[src/rtl/mmp_pkg.sv]
// types, constants, message rom and morse table of the message player
package mmp_pkg;

  localparam int SLOT_COUNT    = 5;
  localparam int MAX_MSG_CHARS = 16;
  localparam int MAX_ELEMENTS  = 7;

  localparam int SLOT_W  = 3;
  localparam int CHAR_W  = 8;
  localparam int CIDX_W  = $clog2(MAX_MSG_CHARS + 1);
  localparam int ELEM_W  = $clog2(MAX_ELEMENTS + 1);
  localparam int DIT_W   = 11;
  localparam int MULT_W  = 4;
  localparam int PROD_W  = DIT_W + MULT_W;
  localparam int TIME_W  = 16;
  localparam int REQ_W   = 2;
  localparam int CFGI_W  = 2;
  localparam int MSG_BITS = MAX_MSG_CHARS * CHAR_W;

  localparam logic [TIME_W-1:0] TIME_MAX = {TIME_W{1'b1}};

  // request codes on the input side
  localparam logic [REQ_W-1:0] REQ_TICK = 2'd0;
  localparam logic [REQ_W-1:0] REQ_PLAY = 2'd1;
  localparam logic [REQ_W-1:0] REQ_STOP = 2'd2;

  // configuration register indexes
  localparam logic [CFGI_W-1:0] CFG_DIT_LENGTH = 2'd0;
  localparam logic [CFGI_W-1:0] CFG_CHAR_GAP   = 2'd1;
  localparam logic [CFGI_W-1:0] CFG_WORD_GAP   = 2'd2;

  localparam logic [DIT_W-1:0]  DIT_RESET      = 11'd60;
  localparam logic [MULT_W-1:0] CHAR_GAP_RESET = 4'd3;
  localparam logic [MULT_W-1:0] WORD_GAP_RESET = 4'd7;

  localparam logic [CHAR_W-1:0] CH_SPACE = " ";
  localparam logic [CHAR_W-1:0] CH_NUL   = 8'h00;

  // message text, first character in the top byte
  localparam logic [MSG_BITS-1:0] MSG0 = {"CQ CQ CQ", {(MAX_MSG_CHARS - 8){8'h00}}};
  localparam logic [MSG_BITS-1:0] MSG1 = {"599 599", {(MAX_MSG_CHARS - 7){8'h00}}};
  localparam logic [MSG_BITS-1:0] MSG2 = {"TU TU", {(MAX_MSG_CHARS - 5){8'h00}}};
  localparam logic [MSG_BITS-1:0] MSG3 = {"QRZ?", {(MAX_MSG_CHARS - 4){8'h00}}};
  localparam logic [MSG_BITS-1:0] MSG4 = {"AR AR", {(MAX_MSG_CHARS - 5){8'h00}}};

  localparam logic [SLOT_COUNT-1:0][MSG_BITS-1:0] MSG_ROM = {MSG4, MSG3, MSG2, MSG1, MSG0};

  typedef enum logic [2:0] {
    CMD_TICK,
    CMD_PLAY,
    CMD_STOP,
    CMD_REFUSE,
    CMD_NOP
  } cmd_kind_e;

  typedef enum logic [1:0] {
    PH_IDLE,
    PH_TONE,
    PH_GAP
  } phase_e;

  typedef enum logic [2:0] {
    SEQ_IDLE,
    SEQ_EXEC,
    SEQ_LOAD,
    SEQ_START,
    SEQ_EMIT
  } seq_state_e;

  typedef struct packed {
    cmd_kind_e         kind;
    logic [SLOT_W-1:0] slot;
    logic              grant;
  } cmd_t;

  typedef struct packed {
    logic              tone_on;
    logic              playing;
    logic [SLOT_W-1:0] slot;
    logic              accepted;
  } res_t;

  typedef struct packed {
    logic                    ok;
    logic [ELEM_W-1:0]       len;
    logic [MAX_ELEMENTS-1:0] bits;
  } pat_t;

  function automatic logic [CHAR_W-1:0] rom_char(input logic [SLOT_W-1:0] slot,
                                                  input logic [CIDX_W-1:0] idx);
    logic [CHAR_W-1:0] c;
    c = CH_NUL;
    if ((int'(slot) < SLOT_COUNT) && (int'(idx) < MAX_MSG_CHARS)) begin
      c = MSG_ROM[slot][(MAX_MSG_CHARS - 1 - int'(idx)) * CHAR_W +: CHAR_W];
    end
    return c;
  endfunction

  // bit i set means element i is a dah
  function automatic pat_t lookup_char(input logic [CHAR_W-1:0] c_in);
    logic [CHAR_W-1:0] c;
    logic [3:0]        len;
    logic [7:0]        bits;
    pat_t              r;
    c    = c_in;
    len  = 4'd0;
    bits = 8'h00;
    if (c inside {["a":"z"]}) begin
      c = c - 8'd32;
    end
    case (c)
      "A": begin len = 4'd2; bits = 8'h02; end
      "B": begin len = 4'd4; bits = 8'h01; end
      "C": begin len = 4'd4; bits = 8'h05; end
      "D": begin len = 4'd3; bits = 8'h01; end
      "E": begin len = 4'd1; bits = 8'h00; end
      "F": begin len = 4'd4; bits = 8'h04; end
      "G": begin len = 4'd3; bits = 8'h03; end
      "H": begin len = 4'd4; bits = 8'h00; end
      "I": begin len = 4'd2; bits = 8'h00; end
      "J": begin len = 4'd4; bits = 8'h0E; end
      "K": begin len = 4'd3; bits = 8'h05; end
      "L": begin len = 4'd4; bits = 8'h02; end
      "M": begin len = 4'd2; bits = 8'h03; end
      "N": begin len = 4'd2; bits = 8'h01; end
      "O": begin len = 4'd3; bits = 8'h07; end
      "P": begin len = 4'd4; bits = 8'h06; end
      "Q": begin len = 4'd4; bits = 8'h0B; end
      "R": begin len = 4'd3; bits = 8'h02; end
      "S": begin len = 4'd3; bits = 8'h00; end
      "T": begin len = 4'd1; bits = 8'h01; end
      "U": begin len = 4'd3; bits = 8'h04; end
      "V": begin len = 4'd4; bits = 8'h08; end
      "W": begin len = 4'd3; bits = 8'h06; end
      "X": begin len = 4'd4; bits = 8'h09; end
      "Y": begin len = 4'd4; bits = 8'h0D; end
      "Z": begin len = 4'd4; bits = 8'h03; end
      "0": begin len = 4'd5; bits = 8'h1F; end
      "1": begin len = 4'd5; bits = 8'h1E; end
      "2": begin len = 4'd5; bits = 8'h1C; end
      "3": begin len = 4'd5; bits = 8'h18; end
      "4": begin len = 4'd5; bits = 8'h10; end
      "5": begin len = 4'd5; bits = 8'h00; end
      "6": begin len = 4'd5; bits = 8'h01; end
      "7": begin len = 4'd5; bits = 8'h03; end
      "8": begin len = 4'd5; bits = 8'h07; end
      "9": begin len = 4'd5; bits = 8'h0F; end
      "?": begin len = 4'd6; bits = 8'h0C; end
      default: begin len = 4'd0; bits = 8'h00; end
    endcase
    r.ok   = (len != 4'd0) && (int'(len) <= MAX_ELEMENTS);
    r.len  = len[ELEM_W-1:0];
    r.bits = bits[MAX_ELEMENTS-1:0];
    return r;
  endfunction

endpackage

[src/rtl/mmp_front.sv]
// request decode and two-entry command queue
module mmp_front (
  input  logic                      clk_i,
  input  logic                      rst_ni,
  input  logic                      push,
  output logic                      full,
  input  logic [mmp_pkg::REQ_W-1:0] req_type_i,
  input  logic [mmp_pkg::SLOT_W-1:0] slot_i,
  input  logic                      tx_active_i,
  input  logic                      tone_grant_i,
  output logic                      cmd_valid_o,
  output mmp_pkg::cmd_t             cmd_o,
  input  logic                      cmd_pop_i
);

  mmp_pkg::cmd_t cmd_in;
  mmp_pkg::cmd_t mem_q [2];
  logic          wr_ptr_q, wr_ptr_d;
  logic          rd_ptr_q, rd_ptr_d;
  logic [1:0]    count_q, count_d;
  logic          wr_en, rd_en;

  // refusals are settled here so the back end only replays current state
  always_comb begin
    cmd_in.slot  = slot_i;
    cmd_in.grant = tone_grant_i;
    case (req_type_i)
      mmp_pkg::REQ_TICK: cmd_in.kind = mmp_pkg::CMD_TICK;
      mmp_pkg::REQ_PLAY: begin
        if ((int'(slot_i) >= mmp_pkg::SLOT_COUNT) || tx_active_i) begin
          cmd_in.kind = mmp_pkg::CMD_REFUSE;
        end else begin
          cmd_in.kind = mmp_pkg::CMD_PLAY;
        end
      end
      mmp_pkg::REQ_STOP: cmd_in.kind = mmp_pkg::CMD_STOP;
      default:           cmd_in.kind = mmp_pkg::CMD_NOP;
    endcase
  end

  assign full        = (count_q == 2'd2);
  assign cmd_valid_o = (count_q != 2'd0);
  assign cmd_o       = mem_q[rd_ptr_q];
  assign wr_en       = push && !full;
  assign rd_en       = cmd_pop_i && cmd_valid_o;

  always_comb begin
    wr_ptr_d = wr_ptr_q ^ wr_en;
    rd_ptr_d = rd_ptr_q ^ rd_en;
    count_d  = count_q + {1'b0, wr_en} - {1'b0, rd_en};
  end

  always_ff @(posedge clk_i or negedge rst_ni) begin
    if (!rst_ni) begin
      wr_ptr_q <= 1'b0;
      rd_ptr_q <= 1'b0;
      count_q  <= 2'd0;
    end else begin
      wr_ptr_q <= wr_ptr_d;
      rd_ptr_q <= rd_ptr_d;
      count_q  <= count_d;
    end
  end

  always_ff @(posedge clk_i) begin
    if (wr_en) begin
      mem_q[wr_ptr_q] <= cmd_in;
    end
  end

endmodule

[src/rtl/mmp_back.sv]
// playback sequencer, configuration registers and result queue
module mmp_back (
  input  logic                       clk_i,
  input  logic                       rst_ni,
  input  logic                       cfg_valid_i,
  output logic                       cfg_ready_o,
  input  logic [mmp_pkg::CFGI_W-1:0] cfg_index_i,
  input  logic [mmp_pkg::DIT_W-1:0]  cfg_data_i,
  input  logic                       cmd_valid_i,
  input  mmp_pkg::cmd_t              cmd_i,
  output logic                       cmd_pop_o,
  output logic                       res_empty_o,
  input  logic                       res_pop_i,
  output mmp_pkg::res_t              res_o
);

  localparam int MW = mmp_pkg::MAX_ELEMENTS;

  mmp_pkg::seq_state_e state_q, state_d;
  mmp_pkg::cmd_t       cmd_q, cmd_d;
  mmp_pkg::phase_e     phase_q, phase_d;

  logic                          active_q, active_d;
  logic [mmp_pkg::SLOT_W-1:0]    slot_q, slot_d;
  logic [mmp_pkg::CIDX_W-1:0]    char_idx_q, char_idx_d;
  logic [MW-1:0]                 pat_bits_q, pat_bits_d;
  logic [mmp_pkg::ELEM_W-1:0]    pat_len_q, pat_len_d;
  logic [mmp_pkg::ELEM_W-1:0]    elem_idx_q, elem_idx_d;
  logic [mmp_pkg::TIME_W-1:0]    elapsed_q, elapsed_d;
  logic [mmp_pkg::TIME_W-1:0]    duration_q, duration_d;

  logic [mmp_pkg::DIT_W-1:0]     dit_q;
  logic [mmp_pkg::MULT_W-1:0]    char_gap_q, word_gap_q;

  mmp_pkg::res_t res_mem_q [2];
  logic          res_wr_q, res_rd_q;
  logic [1:0]    res_cnt_q;
  logic          res_full, res_push, res_pop;
  mmp_pkg::res_t res_new;

  // shared decode of the current step
  logic [mmp_pkg::TIME_W-1:0]  elapsed_inc;
  logic                        phase_running;
  logic [mmp_pkg::ELEM_W-1:0]  elem_next;
  logic [mmp_pkg::CHAR_W-1:0]  next_char;
  logic [mmp_pkg::MULT_W-1:0]  gap_mult;
  logic [mmp_pkg::PROD_W-1:0]  gap_prod;
  logic [mmp_pkg::CHAR_W-1:0]  load_char;
  mmp_pkg::pat_t               load_pat;
  logic [mmp_pkg::DIT_W+1:0]   dah_len;
  logic                        elem_is_dah;

  always_comb begin
    elapsed_inc   = (elapsed_q == mmp_pkg::TIME_MAX) ? elapsed_q : elapsed_q + 1'b1;
    phase_running = (elapsed_inc < duration_q);
    elem_next     = elem_idx_q + 1'b1;
    next_char     = mmp_pkg::rom_char(slot_q, char_idx_q);
    gap_mult      = ((next_char == mmp_pkg::CH_SPACE) || (next_char == mmp_pkg::CH_NUL)) ?
                    word_gap_q : char_gap_q;
    gap_prod      = mmp_pkg::PROD_W'(dit_q) * mmp_pkg::PROD_W'(gap_mult);
    load_char     = next_char;
    load_pat      = mmp_pkg::lookup_char(load_char);
    dah_len       = {1'b0, dit_q, 1'b0} + {2'b00, dit_q};
    elem_is_dah   = (int'(elem_idx_q) < MW) ? pat_bits_q[elem_idx_q[$clog2(MW)-1:0]] : 1'b0;
  end

  assign res_full = (res_cnt_q == 2'd2);

  // next state
  always_comb begin
    state_d = state_q;
    case (state_q)
      mmp_pkg::SEQ_IDLE: begin
        if (cmd_valid_i && !res_full) begin
          state_d = mmp_pkg::SEQ_EXEC;
        end
      end
      mmp_pkg::SEQ_EXEC: begin
        state_d = mmp_pkg::SEQ_EMIT;
        case (cmd_q.kind)
          mmp_pkg::CMD_PLAY: state_d = mmp_pkg::SEQ_LOAD;
          mmp_pkg::CMD_TICK: begin
            if (active_q && !phase_running && (phase_q != mmp_pkg::PH_TONE)) begin
              state_d = (elem_idx_q < pat_len_q) ? mmp_pkg::SEQ_START : mmp_pkg::SEQ_LOAD;
            end
          end
          default: state_d = mmp_pkg::SEQ_EMIT;
        endcase
      end
      mmp_pkg::SEQ_LOAD: begin
        if (load_char == mmp_pkg::CH_NUL) begin
          state_d = mmp_pkg::SEQ_EMIT;
        end else if ((load_char != mmp_pkg::CH_SPACE) && load_pat.ok) begin
          state_d = mmp_pkg::SEQ_START;
        end
      end
      mmp_pkg::SEQ_START: state_d = mmp_pkg::SEQ_EMIT;
      mmp_pkg::SEQ_EMIT:  state_d = mmp_pkg::SEQ_IDLE;
      default:            state_d = mmp_pkg::SEQ_IDLE;
    endcase
  end

  // datapath and strobes
  always_comb begin
    cmd_d      = cmd_q;
    active_d   = active_q;
    phase_d    = phase_q;
    slot_d     = slot_q;
    char_idx_d = char_idx_q;
    pat_bits_d = pat_bits_q;
    pat_len_d  = pat_len_q;
    elem_idx_d = elem_idx_q;
    elapsed_d  = elapsed_q;
    duration_d = duration_q;
    cmd_pop_o  = 1'b0;
    res_push   = 1'b0;

    res_new.tone_on  = active_q && (phase_q == mmp_pkg::PH_TONE);
    res_new.playing  = active_q;
    res_new.slot     = slot_q;
    res_new.accepted = (cmd_q.kind == mmp_pkg::CMD_PLAY) && active_q;

    case (state_q)
      mmp_pkg::SEQ_IDLE: begin
        if (cmd_valid_i && !res_full) begin
          cmd_pop_o = 1'b1;
          cmd_d     = cmd_i;
        end
      end
      mmp_pkg::SEQ_EXEC: begin
        case (cmd_q.kind)
          mmp_pkg::CMD_STOP: begin
            active_d = 1'b0;
            phase_d  = mmp_pkg::PH_IDLE;
          end
          mmp_pkg::CMD_PLAY: begin
            active_d   = 1'b1;
            phase_d    = mmp_pkg::PH_IDLE;
            slot_d     = cmd_q.slot;
            char_idx_d = '0;
          end
          mmp_pkg::CMD_TICK: begin
            if (active_q) begin
              elapsed_d = elapsed_inc;
              if (!phase_running && (phase_q == mmp_pkg::PH_TONE)) begin
                // element over: short gap inside a character, else char or word gap
                elem_idx_d = elem_next;
                phase_d    = mmp_pkg::PH_GAP;
                elapsed_d  = '0;
                if (elem_next < pat_len_q) begin
                  duration_d = mmp_pkg::TIME_W'(dit_q);
                end else begin
                  duration_d = mmp_pkg::TIME_W'(gap_prod);
                end
              end
            end
          end
          default: ;
        endcase
      end
      mmp_pkg::SEQ_LOAD: begin
        if (load_char == mmp_pkg::CH_NUL) begin
          active_d = 1'b0;
          phase_d  = mmp_pkg::PH_IDLE;
        end else begin
          char_idx_d = char_idx_q + 1'b1;
          if ((load_char != mmp_pkg::CH_SPACE) && load_pat.ok) begin
            pat_bits_d = load_pat.bits;
            pat_len_d  = load_pat.len;
            elem_idx_d = '0;
          end
        end
      end
      mmp_pkg::SEQ_START: begin
        if (!cmd_q.grant) begin
          active_d = 1'b0;
          phase_d  = mmp_pkg::PH_IDLE;
        end else begin
          phase_d    = mmp_pkg::PH_TONE;
          elapsed_d  = '0;
          duration_d = elem_is_dah ? mmp_pkg::TIME_W'(dah_len) : mmp_pkg::TIME_W'(dit_q);
        end
      end
      mmp_pkg::SEQ_EMIT: res_push = 1'b1;
      default: ;
    endcase
  end

  always_ff @(posedge clk_i or negedge rst_ni) begin
    if (!rst_ni) begin
      state_q    <= mmp_pkg::SEQ_IDLE;
      active_q   <= 1'b0;
      phase_q    <= mmp_pkg::PH_IDLE;
      slot_q     <= '0;
      char_idx_q <= '0;
      pat_bits_q <= '0;
      pat_len_q  <= '0;
      elem_idx_q <= '0;
      elapsed_q  <= '0;
      duration_q <= '0;
    end else begin
      state_q    <= state_d;
      active_q   <= active_d;
      phase_q    <= phase_d;
      slot_q     <= slot_d;
      char_idx_q <= char_idx_d;
      pat_bits_q <= pat_bits_d;
      pat_len_q  <= pat_len_d;
      elem_idx_q <= elem_idx_d;
      elapsed_q  <= elapsed_d;
      duration_q <= duration_d;
    end
  end

  always_ff @(posedge clk_i) begin
    cmd_q <= cmd_d;
  end

  // configuration registers, to be written only while the sequencer is quiet; the block does not enforce this
  assign cfg_ready_o = 1'b1;

  always_ff @(posedge clk_i or negedge rst_ni) begin
    if (!rst_ni) begin
      dit_q      <= mmp_pkg::DIT_RESET;
      char_gap_q <= mmp_pkg::CHAR_GAP_RESET;
      word_gap_q <= mmp_pkg::WORD_GAP_RESET;
    end else if (cfg_valid_i) begin
      case (cfg_index_i)
        mmp_pkg::CFG_DIT_LENGTH: dit_q      <= cfg_data_i;
        mmp_pkg::CFG_CHAR_GAP:   char_gap_q <= cfg_data_i[mmp_pkg::MULT_W-1:0];
        mmp_pkg::CFG_WORD_GAP:   word_gap_q <= cfg_data_i[mmp_pkg::MULT_W-1:0];
        default: ;
      endcase
    end
  end

  // result queue
  assign res_empty_o = (res_cnt_q == 2'd0);
  assign res_o       = res_mem_q[res_rd_q];
  assign res_pop     = res_pop_i && !res_empty_o;

  always_ff @(posedge clk_i or negedge rst_ni) begin
    if (!rst_ni) begin
      res_wr_q  <= 1'b0;
      res_rd_q  <= 1'b0;
      res_cnt_q <= 2'd0;
    end else begin
      res_wr_q  <= res_wr_q ^ res_push;
      res_rd_q  <= res_rd_q ^ res_pop;
      res_cnt_q <= res_cnt_q + {1'b0, res_push} - {1'b0, res_pop};
    end
  end

  always_ff @(posedge clk_i) begin
    if (res_push) begin
      res_mem_q[res_wr_q] <= res_new;
    end
  end

endmodule

[src/rtl/morse_message_player.sv]
// top level of the morse message player
// Plays one of five canned Morse messages. Each input beat is a 1 ms tick, a play request, a
// stop request or an unused code, and each gives exactly one result beat with the key state,
// playing flag, slot and play acceptance. Requests are decoded into a two-entry command queue;
// a sequencer takes one command at a time when the two-entry result queue has room. A tick that
// does not end a phase passes through the exec and emit states of the sequencer, starting the
// next element adds the start state, and fetching the next character adds a load state per
// message character read from the rom, spaces included. Configuration writes are taken in any
// cycle and must only be issued while no command is in flight. No clearing pass runs after reset.
module morse_message_player (
  input  logic                        clk_i,
  input  logic                        rst_ni,
  input  logic                        cfg_valid_i,
  output logic                        cfg_ready_o,
  input  logic [mmp_pkg::CFGI_W-1:0]  cfg_index_i,
  input  logic [mmp_pkg::DIT_W-1:0]   cfg_data_i,
  input  logic                        push,
  output logic                        full,
  input  logic [mmp_pkg::REQ_W-1:0]   req_type_i,
  input  logic [mmp_pkg::SLOT_W-1:0]  slot_i,
  input  logic                        tx_active_i,
  input  logic                        tone_grant_i,
  output logic                        empty,
  input  logic                        pop,
  output logic                        tone_on_o,
  output logic                        playing_o,
  output logic [mmp_pkg::SLOT_W-1:0]  playing_slot_o,
  output logic                        play_accepted_o
);

  logic          cmd_valid;
  logic          cmd_pop;
  mmp_pkg::cmd_t cmd;
  mmp_pkg::res_t res;

  mmp_front u_front (
    .clk_i        (clk_i),
    .rst_ni       (rst_ni),
    .push         (push),
    .full         (full),
    .req_type_i   (req_type_i),
    .slot_i       (slot_i),
    .tx_active_i  (tx_active_i),
    .tone_grant_i (tone_grant_i),
    .cmd_valid_o  (cmd_valid),
    .cmd_o        (cmd),
    .cmd_pop_i    (cmd_pop)
  );

  mmp_back u_back (
    .clk_i       (clk_i),
    .rst_ni      (rst_ni),
    .cfg_valid_i (cfg_valid_i),
    .cfg_ready_o (cfg_ready_o),
    .cfg_index_i (cfg_index_i),
    .cfg_data_i  (cfg_data_i),
    .cmd_valid_i (cmd_valid),
    .cmd_i       (cmd),
    .cmd_pop_o   (cmd_pop),
    .res_empty_o (empty),
    .res_pop_i   (pop),
    .res_o       (res)
  );

  assign tone_on_o       = res.tone_on;
  assign playing_o       = res.playing;
  assign playing_slot_o  = res.slot;
  assign play_accepted_o = res.accepted;

endmodule

[config.mk]
export PLATFORM = sky130hd
export DESIGN_NAME = morse_message_player
export DESIGN_NICKNAME = d
export VERILOG_FILES = /design/src/rtl/mmp_pkg.sv /design/src/rtl/mmp_front.sv /design/src/rtl/mmp_back.sv /design/src/rtl/morse_message_player.sv
export SDC_FILE = /design/constraint.sdc
export NUM_CORES = 1
export LEC_CHECK = 0
export ABC_AREA = 1
export BUFFER_PORTS_ARGS = -buffer_cell sky130_fd_sc_hd__buf_2
export CORE_ASPECT_RATIO = 1.75
export CORE_MARGIN = 5
export CORE_UTILIZATION = 50
export DETAILED_ROUTE_END_ITERATION = 6
export PLACE_DENSITY = 0.7
export RECOVER_POWER = 25
export SETUP_SLACK_MARGIN = 0.1
export SKIP_CTS_REPAIR_TIMING = 1
export SYNTH_ARGS = -nofsm -noshare
export SYNTH_HDL_FRONTEND = slang
export SYNTH_SLANG_ARGS = --single-unit
[constraint.sdc]
create_clock -name clk_i -period 6.7 [get_ports clk_i]
set_clock_uncertainty 0.05 [all_clocks]
set_input_delay 1.005 -clock clk_i [delete_from_list [all_inputs] [get_ports clk_i]]
set_output_delay 1.005 -clock clk_i [all_outputs]
set_load 0.01 [all_outputs]
======== Word-level counts from Yosys, hierarchy flattened ========
Memories as Yosys holds them, arrays and structs flattened. A register that Yosys moved wholly into a read port is not among the register bits.
Cells that the tools add are included.
storage, ports and cells
  bits in writable memories ............... 26
  memory bits (read-only) ................. 2048
  output and inout port bits .............. 9
  flip-flop bits (word level) ............. 86
  input bits .............................. 25
  logic and storage cells ................. 184
  memories ................................ 4
cells by class
  shift-type cells ........................ 1
  equality and inequality tests ........... 32
  bitwise operators ....................... 5
  $mul .................................... 1
  magnitude comparators ................... 12
  reduce and logical (&&, ||, !) cells .... 44
  add/sub/neg operators ................... 10
  multiplexer cells ....................... 56
memory list
  name              words  width  rd ports  clocked after memory_dff  write ports  line             source
  (no name shown)   8      128    1         0                         0            mmp_pkg.sv:94    c = MSG_ROM[slot][(MAX_MSG_CHARS - 1 - int'(idx)) * CHAR_W +: CHAR_W];
  (no name shown)   128    8      1         0                         0            mmp_pkg.sv:111   case (c)
  u_front.mem_q     2      7      1         1                         1            mmp_front.sv:17  mmp_pkg::cmd_t mem_q [2];
  u_back.res_mem_q  2      6      1         0                         1            mmp_back.sv:35   mmp_pkg::res_t res_mem_q [2];
operator list
  kind                                           number
  2-to-1 mux 16 bit                              9
  2-to-1 mux 128 bit                             1
  variable part select 128 x 32 -> 8 bit         1
  case mux 16 bit (2 select lines)               2
  2-to-1 mux 3 bit                               9
  != test 2 x 1 -> 1 bit, second input constant  9
  adder 16 x 1 -> 16 bit, second input constant  1
  equality test 16 bit, second input constant    1
  < comparator 16 bit                            1
  2-to-1 mux 8 bit                               2
  multiplier 11 x 4 -> 15 bit                    1
  2-to-1 mux 15 bit                              1
  adder 12 x 11 -> 13 bit                        1
  logical AND 1 bit                              13
  2-to-1 mux 1 bit                               13
  2-to-1 mux 13 bit                              1
  != test 3 x 2 -> 1 bit, second input constant  4
  case mux 3 bit (2 select lines)                2
  case mux 3 bit (4 select lines)                1
  AND reduction 2 bit                            6
  2-to-1 mux 11 bit                              1
  2-to-1 mux 5 bit                               2
  case mux 5 bit (2 select lines)                1
  AND reduction 5 bit                            2
  45 further kinds                               76

======== Logic depth before layout (Yosys ltp) ========
Gate-level depths: netlist of run 1.
An unclocked memory read counts as a cell.
  depth after elaboration ................. 15
  gate-level depth with buffers ........... 36
  mapped depth without buffers ............ 36

======== Cells and area by module ========
Synthesis of run 1 repeated with hierarchy kept, for this count alone.
unflattened totals
  cell total of the unflattened synthesis .. 1234
  area total of the unflattened synthesis .. 9217.6 um^2
modules (own cells, without submodules)
  module     area an instance (um^2)  cells an instance  times used
  mmp_back   8414.3                   1160               1
  mmp_front  803.3                    74                 1

======== Worst setup path after synthesis of run 1 ========
No wires, ideal clock.
  path type ............................... flip-flop to flip-flop
  start point ............................. reg u_back.slot_q[1] (netlist bit)
  end point ............................... reg u_back.duration_q[14] (netlist bit)
  path slack .............................. 1.498 ns
  required time ........................... 6.524 ns
  cell stages (with the launch flop) ...... 37
  arrival ................................. 5.026 ns
  cells stage by stage .................... dfrtp_1 > inv_1 > ha_1 > inv_1 > nand2_1 > nand2_1 > nand3_1 > nand3_1 > nand2_4 > ha_1 > nand2_1 > nor2_1 > nand3_2 > nand2_1 > nand2_1 > o21a_1 > clkinv_1 > nor2_1 > fa_1 > inv_1 > fa_1 > inv_1 > ha_1 > inv_1 > o21ai_0 > a31oi_1 > inv_1 > a21oi_1 > o21ai_0 > nand2_1 > inv_1 > o21ai_0 > nand2_1 > o21ai_0 > a21oi_1 > nand2_1 > o21ai_0
on the way
  cells in the longest elaborated chain, start to end .. 13
  elaborated cells on any way between the ends .. 16
ends and longest elaborated chain
  what                                                                    line             source
  from (decl)                                                             mmp_back.sv:24   logic [mmp_pkg::SLOT_W-1:0] slot_q, slot_d;
  from (signal assigned)                                                  mmp_back.sv:205  slot_q <= slot_d;
  memory read (8 x 128 bit)                                               -
  2-to-1 mux 128 bit (implied by the code)                                mmp_pkg.sv:94
  variable part select 128 x 32 -> 8 bit                                  mmp_pkg.sv:94
  2-to-1 mux 8 bit *                                                      mmp_pkg.sv:93    if ((int'(slot) < SLOT_COUNT) && (int'(idx) < MAX_MSG_CHARS)) begin
  equality test 8 x 6 -> 1 bit / zero test 8 bit (equally long branches)  mmp_back.sv:58   gap_mult = ((next_char == mmp_pkg::CH_SPACE) || (next_char == mmp_pkg::CH_NUL)) ?
  logical OR 1 bit *                                                      mmp_back.sv:58
  2-to-1 mux 4 bit *                                                      mmp_back.sv:58
  multiplier 11 x 4 -> 15 bit *                                           mmp_back.sv:60   gap_prod = mmp_pkg::PROD_W'(dit_q) * mmp_pkg::PROD_W'(gap_mult);
  2-to-1 mux 15 bit *                                                     mmp_back.sv:150  if (elem_next < pat_len_q) begin
  2-to-1 mux 16 bit *                                                     mmp_back.sv:145  if (!phase_running && (phase_q == mmp_pkg::PH_TONE)) begin
  2-to-1 mux 16 bit *                                                     mmp_back.sv:143  if (active_q) begin
  2-to-1 mux 16 bit *                                                     mmp_back.sv:131  case (cmd_q.kind)
  case mux 16 bit (2 select lines) *                                      mmp_back.sv:123  case (state_q)
  to (signal assigned)                                                    mmp_back.sv:211  duration_q <= duration_d;
  to (decl)                                                               mmp_back.sv:30   logic [mmp_pkg::TIME_W-1:0] duration_q, duration_d;
Mark *: on every way between the ends. The rest lies on a longest branch, timed or not. The select of a mux whose other input is x is not followed.
A chain may end at the register's enable or synchronous reset.

======== Worst setup path after layout of run 1 ========
  start point ............................. reg u_back.slot_q[0] (netlist bit)
  end point ............................... reg u_back.duration_q[14] (netlist bit)
Same word-level chain as after synthesis.

==> impl_metrics.yaml, run 1 <==
floorplan:
  die_w_um: 111
  dieArea_um2: 20800
  core_area_um2: 17500
  die_height_um: 187
  io_pins: 34
  rows: 64
  start_util_pct: 51.0
sta:
  slew_violations: 75
  max_freq_ghz: 0.170
  rsz0062_at_grt: "false"
  fin_tns_setup_ps: 0
  final.min_clock_period_ps: 5880
  setup_violations: 0
  hold_viol_final: 0
  worst_slew_pin_slew_ps: 4160
  period_share_pct: 87.7
  finalWorstSetupSlack_ps: 824
  slew_headroom_pct: -177
flow_run:
  drv_cap: 1
clock_network:
  cts_buffer_depth: 2
  numCtsBuffers: 17
  cts_root_buf: "clkbuf_16"
  cts_tree: "built"
  clk_pin_slew_ps: 60
  htreeDepth: 4
  insertion_delay_ps: 420
  cts_num_sinks: 116
yosys:
  netlist_top_cells_area: "dfrtp_1 (21%), nand2_1 (12%), edfxtp_1 (11%)"
  syn_nets: 1292
  async_reset_ff_share_pct: 71.6
  synth-edff-count: 33
  avgSynthCellArea_um2: 7.60
  syn_area_um2: 8950
  synth_warnings: 0
  synth-seq-cells: 116
  syn_inst: 1177
  yosys.area.top_type: "dfrtp_1"
  yosysSeqAreaShare_pct: 34.4
  synthDistinctLibCells: 49
  yosys-top-cells-count: "nand2_1 (277), inv_1 (171), nor2_1 (131)"
  yosysMostFrequentCell: "nand2_1"
  synth_top_flop_cell: "dfrtp_1"
  yosysTopAreaCellShare_pct: 20.7
layout:
  final_core_util_pct: 56.4
  finalNonFillerCells: 1452
  drive_gt1_share_pct: 9.83
  diodes: 0
  synthToLayoutAreaGrowth_pct: 10.5
  final_nets: 1323
route:
  wl_mm: 21.2
  drtPass1Iterations: 6
  drtIter0Drc: 343
  viasPerCell: 5.34
  wl_per_cell_um: 14.6
  ant_nets: 0
  via_count: 7749
  drc: 0
critical_path:
  cp_num_buf_inv: 8
  arrival_ps: 6120
  rr_startpoint: "u_back.slot_q[0]"
  crit_path_top_delay_cell: "fa_1"
  r2r_slack_ps: 820
  path_class: "flop to flop"
  worst_path_largest_cell_delay_ps: 530
  crit_start: "u_back.slot_q[0]"
  cp_top_family: "adder cells"
  start_kind: "flop"
  cp.required_ps: 6950
  end_kind: "flop"
  critPathMaxFanout: 10
placement:
  place_inst: 1420
  dp_slack_ps: 696
  gp_congestion: 0.909
  dpl.hpwl_mm: 16.7
  port_buffers: 32
outcome:
  violations: "capacitance limit, slew limit"
  status: "finished with violations"
global_routing:
  grt_pass1_vias: 8011
  grt_max_degree: 75
  grt_pass1_wl_mm: 36.5
  track_usage_pct: 21.3
  gr-total-overflow: 0
  antenna_found_initial: 0
min_path:
  hp-class: "flop to flop"
  min-delay-start: "u_back.pat_bits_q[0]"
per-stage QoR:
stage | instance area (µm²) | hold WS [ps]
2_1_floorplan | 8950 | 380
3_3_place_gp | 9290 | 407
3_5_place_dp | 9290 | 415
4_1_cts | 9900 | 347
5_1_grt | 9880 | 459
6_report | 9880 | 428
layout by cell type, fill, tap and decap left out, drive strengths merged, types with 16 or more instances in the layout:
master / Yosys / layout
a21oi: 62 / 62
a32o: 16 / 16
buf: 15 / 28
clkbuf: 9 / 25
dfrtp: 74 / 74
edfxtp: 33 / 33
fa: 19 / 19
ha: 71 / 71
inv: 181 / 184
nand2: 287 / 287
nand3: 64 / 64
nor2: 138 / 138
o21ai: 99 / 99
final cells by class:
class	count	area, µm²
Sequential cell	116	3080
Inverter	185	697
Fill cell	1637	7650
Multi-Input combinational cell	852	5030
Timing Repair Buffer	36	178
Clock inverter	15	180
Clock buffer	17	425
Tap cell	231	289
layer usage:
metal  global-route usage (%)  share of wire (%)  up-vias
met1                     21.4                 37     3627
met4                     10.1                4.0        0
li1                         -                  -     3901
met3                     3.43                2.9       59
met5                        0                  0        -
met2                     41.6                 56      162
cell families after synthesis:
family / Yosys count / share of synthesized area (%)
AND/OR/NAND/NOR: 521 / 25.0
adder cells (fa/ha/maj): 90 / 14.2
other: 1 / 0.0419
multiplexers: 7 / 0.881
AO/OA/AOI/OAI: 208 / 13.7
buffers and inverters: 209 / 9.33
flip-flops: 116 / 34.4
XOR/XNOR: 25 / 2.45
registers in the layout, indices dropped and copies added (netlist names), 2 cells and up:
signal / cells
u_back.elem_idx_q: 3
u_front.mem_q: 14
u_back.word_gap_q: 4
u_front.count_q: 2
u_back.char_gap_q: 4
u_back.char_idx_q: 5
u_back.slot_q: 3
u_back.pat_len_q: 3
u_back.res_mem_q: 12
u_back.state_q: 3
u_back.cmd_q: 7
u_back.res_cnt_q: 2
u_back.phase_q: 2
u_back.duration_q: 15
u_back.elapsed_q: 16
u_back.pat_bits_q: 5
u_back.dit_q: 11
worst reg2reg max path: cells and delay by family, from the launching register on:
kind | cells | cell delay (ps)
compound gates | 9 | 1130
fa+ha+maj | 5 | 1990
buf+inv | 8 | 720
flops | 1 | 490
simple gates | 14 | 1380
final timing paths:
check	to	cells after the start
min in group asynchronous	u_back.pat_bits_q[1]	1
worst max-delay path	u_back.duration_q[14]	36
worst min register to register	u_back.pat_bits_q[0]	2
worst max register to register	u_back.duration_q[14]	36
max in group asynchronous	u_back.res_rd_q	2
worst min-delay path	u_back.pat_bits_q[0]	2
Power of run 1 is not shown: default switching activity piles up to over one toggle a cycle in this logic, so the estimate is an artifact.
==> inputs of run 2 (changes only) <==
Settings changed: CORE_UTILIZATION 50 to 45, PLACE_DENSITY 0.7 to 0.64.
==> run 2 against run 1 <==
  * The flow still finishes with violations (capacitance limit, slew limit)
  * Worst setup slack got worse by 20 ps
  * Final area increased by 0.56%
  * First-iteration DRC count increased by 6.1%
  * Clock-buffer cell count increased by 1
  * Maximum frequency decreased by 0.33%
  * Die area increased by 10%
  * Global-route usage decreased by 1.8 points
  * Sequential cell count unchanged
  * Hold slack got worse by 12 ps
  * Utilization decreased by 5.8 points
  * Cell count increased by 0.90%
  * Via count decreased by 1.5%
  * Largest cell class unchanged
  * Highest routed layer unchanged
==> impl_metrics.yaml, run 2 (same netlist as run 1, synthesis figures left out) <==
critical_path:
  critPathMaxFanout: 10
  arrival_ps: 6120
  cp.required_ps: 6930
  path_class: "flop to flop"
  crit_path_top_delay_cell: "fa_1"
  start_kind: "flop"
  crit_top_cell: "nand2_1"
  rr_worst_depth: 36
  worst_path_largest_cell_delay_ps: 550
  r2r_slack_ps: 800
  end_kind: "flop"
  r2r_end: "u_back.duration_q[14]"
  rr_startpoint: "u_back.slot_q[1]"
route:
  ant_nets: 0
  drtIter0Drc: 364
  via_count: 7633
  viasPerCell: 5.21
  wl_mm: 20.8
  drtPass1Iterations: 7
  wl_per_cell_um: 14.2
  drc: 0
global_routing:
  grt_pass1_vias: 7885
  grt_max_degree: 52
  track_usage_pct: 19.5
  antenna_found_initial: 0
  grt_pass1_wl_mm: 35.9
  gr-total-overflow: 0
layout:
  final_common_cell: "nand2_1"
  drive_gt1_share_pct: 10.3
  largest_reg_flops: 16
  layout_common_cells: "nand2_1 (276), inv_1 (171), nor2_1 (131), o21ai_0 (79)"
  diodes: 0
  final_nets: 1322
  reg.largest.list: "u_back.elapsed_q x16, u_back.duration_q x15, u_front.mem_q x14"
  final_core_util_pct: 50.6
  synthToLayoutAreaGrowth_pct: 11.1
  top_register: "u_back.elapsed_q"
clock_network:
  insertion_delay_ps: 410
  htreeDepth: 4
  cts_tree: "built"
  numCtsBuffers: 17
  cts_buffer_depth: 2
  cts_num_sinks: 116
  clk_pin_slew_ps: 60
  cts_root_buf: "clkbuf_16"
floorplan:
  dieArea_um2: 22900
  die_w_um: 117
  core_area_um2: 19700
  die_height_um: 197
  rows: 68
  start_util_pct: 45.5
  io_pins: 34
flow_run:
  drv_cap: 1
placement:
  port_buffers: 32
  gp_congestion: 0.896
  dpl.hpwl_mm: 16.5
min_path:
  holdPathEnd: "u_back.slot_q[1]"
  holdPathStages: 2
  hp-class: "flop to flop"
  min-delay-start: "u_back.cmd_q[2]"
sta:
  rsz0062_at_grt: "false"
  hold_viol_final: 0
  fin_tns_setup_ps: 0
  period_share_pct: 88.0
  slew_violations: 34
  setup_violations: 0
  final.min_clock_period_ps: 5900
  slew_headroom_pct: -28.8
  worst_slew_pin_slew_ps: 1930
  max_freq_ghz: 0.170
outcome:
  violations: "capacitance limit, slew limit"
  status: "finished with violations"
[run 2: final cells by class]
class                      instances  area, µm²
sequential                       116       3080
clock inverter                    14        199
multi-input combinational        852       5040
inverter                         185        703
fill                            1907       9720
timing repair buffer              35        174
tap                              245        307
clock buffer                      18        429
[run 2: per-stage QoR]
step	instance area (µm²)	hold slack [ps]	setup WS [ps]	instances
2_1_floorplan	8950	380	1500	1177
3_3_place_gp	9300	394	779	1433
3_5_place_dp	9300	400	645	1433
4_1_cts	9930	420	616	1465
5_1_grt	9940	445	63.3	1465
6_report	9940	416	804	1465
[run 2: how the worst max path moves through the flow]
| stage | slack, ps | startpoint | cells after the start | endpoint |
|---|---|---|---|---|
| finish | 800 | u_back.slot_q[1] | 36 | u_back.duration_q[14] |
| floorplan | 1500 | u_back.slot_q[1] | 36 | u_back.duration_q[14] |
| global route | 60 | u_back.slot_q[1] | 36 | u_back.duration_q[14] |
| CTS | 620 | u_back.slot_q[0] | 36 | u_back.duration_q[14] |
| global placement | 780 | u_back.char_idx_q[1] | 31 | u_back.duration_q[14] |
| detailed placement | 650 | u_back.slot_q[0] | 36 | u_back.duration_q[14] |
[run 2: worst max-delay path, delay by kind of cell (launching register included)]
| family | cells | cell delay [ps] |
|---|---|---|
| adders and majority gates | 5 | 2010 |
| and+or+nand+nor | 15 | 1420 |
| AOI/OAI and AO/OA | 9 | 1120 |
| buffers and inverters | 7 | 710 |
| DFF | 1 | 460 |
[run 2: metal layers]
layer  up-vias  global-route usage, %  part of all wire (%)
met5         -                      0                     0
met4         0                   10.5                   4.4
met3        57                   2.37                   2.1
met2       145                   37.2                    56
met1      3534                   19.9                    38
li1       3897                      -                     -
Power of run 2 is left out for the same reason.
==> inputs of run 3 (changes only) <==
Settings changed: CORE_ASPECT_RATIO 1.75 to unset.
==> run 3 against run 2 <==
  * The run still ends with capacitance limit, slew limit left
  * Worst setup slack gained 27 ps
  * Cell count rose by 1.4%
  * Sequential cell count stayed put
  * Die area shrank 0.49%
  * Wire length shrank 5.6%
  * Sequential share of layout area is 0.087 points higher
  * Maximum frequency grew 0.45%
  * Hold slack improved by 12 ps
  * Clock-buffer cell count down 1
  * Utilization rose by 0.13 points
  * Non-clock buffer count rose by 1
  * Critical path depth fell by 3
==> impl_metrics.yaml, run 3 (same netlist as run 1, synthesis figures left out) <==
outcome:
  status: "finished with violations"
  violations: "capacitance limit, slew limit"
floorplan:
  dieArea_um2: 22800
  io_pins: 34
  core_area_um2: 19500
  die_w_um: 151
  rows: 51
  start_util_pct: 45.8
  die_height_um: 151
sta:
  finalWorstSetupSlack_ps: 831
  max_freq_ghz: 0.170
  setup_violations: 0
  final.min_clock_period_ps: 5870
  fin_tns_setup_ps: 0
  worst_slew_pin_slew_ps: 1670
  period_share_pct: 87.6
  hold_viol_final: 0
  rsz0062_at_grt: "false"
  slew_violations: 30
  slew_headroom_pct: -11.4
global_routing:
  grt_pass1_vias: 7275
  grt_pass1_wl_mm: 34.6
  gr-total-overflow: 0
  antenna_found_initial: 0
  track_usage_pct: 18.6
  grt_max_degree: 56
layout:
  layout_common_cells: "nand2_1 (276), inv_1 (171), nor2_1 (131), o21ai_0 (79), dfrtp_1 (74)"
  top_register: "u_back.elapsed_q"
  final_common_cell: "nand2_1"
  drive_gt1_share_pct: 10.3
  largest_reg_flops: 16
  synthToLayoutAreaGrowth_pct: 10.6
  diodes: 0
  reg.largest.list: "u_back.elapsed_q x16, u_back.duration_q x15, u_front.mem_q x14"
  final_nets: 1323
  final_core_util_pct: 50.7
clock_network:
  cts_buffer_depth: 2
  insertion_delay_ps: 420
  cts_num_sinks: 116
  cts_tree: "built"
  cts_root_buf: "clkbuf_16"
  numCtsBuffers: 17
  htreeDepth: 4
  clk_pin_slew_ps: 60
placement:
  port_buffers: 32
  dpl.hpwl_mm: 15.1
  gp_congestion: 0.889
  dp_slack_ps: 750
route:
  drtPass1Iterations: 5
  drc: 0
  viasPerCell: 5.05
  ant_nets: 0
  wl_mm: 19.7
  drtIter0Drc: 495
  via_count: 7501
  wl_per_cell_um: 13.2
critical_path:
  start_kind: "flop"
  crit_top_cell: "inv_1"
  arrival_ps: 6110
  worst_path_largest_cell_delay_ps: 540
  critPathMaxFanout: 13
  crit_path_top_delay_cell: "fa_1"
  end_kind: "flop"
  cp.required_ps: 6940
  path_class: "flop to flop"
min_path:
  hp-class: "flop to flop"
flow_run:
  drv_cap: 1
run 3: per-stage QoR:
step                hold WS (ps)  instance area (µm²)  cells
floorplan                    380                 8950   1177
global placement             410                 9330   1454
detailed placement           417                 9330   1454
CTS                          434                 9900   1486
global route                 458                 9900   1486
finish                       428                 9900   1486
run 3: final timing paths:
| check | cells after the start | endpoint | startpoint | slack [ps] |
|---|---|---|---|---|
| max | 33 | u_back.duration_q[14] | u_back.slot_q[1] | 830 |
| min | 2 | u_back.phase_q[0] | u_back.phase_q[0] | 430 |
| max reg2reg | 33 | u_back.duration_q[14] | u_back.slot_q[1] | 830 |
| min reg2reg | 2 | u_back.phase_q[0] | u_back.phase_q[0] | 430 |
| max in group asynchronous | 2 | u_back.res_cnt_q[1] | rst_ni | 4170 |
| min in group asynchronous | 1 | u_back.elapsed_q[14] | rst_ni | 960 |
run 3: area by class of cell:
class	count	area (µm²)
multi-input combinational	852	5030
tap	265	332
sequential	116	3080
clock inverter	15	146
inverter	185	697
fill	1938	9630
clock buffer	17	425
timing repair buffer	36	184
run 3: routing by layer:
layer | part of all wire [%] | wire length (µm) | vias up | global-route usage, %
met5 | 0 | 0 | - | 0
met4 | 0.96 | 189 | 0 | 4.90
met3 | 3.2 | 630 | 16 | 3.11
met2 | 45 | 8750 | 126 | 29.0
met1 | 51 | 10100 | 3449 | 26.8
li1 | - | - | 3910 | -
run 3: worst max-delay path: cells and delay by family (launching register included):
family | cells | cell delay, ps
AND/OR/NAND/NOR | 11 | 1260
AO/OA/AOI/OAI | 10 | 1280
flip-flops | 1 | 450
adder cells (fa/ha/maj) | 4 | 1680
buffers and inverters | 8 | 1020
Power of run 3 is left out for the same reason.
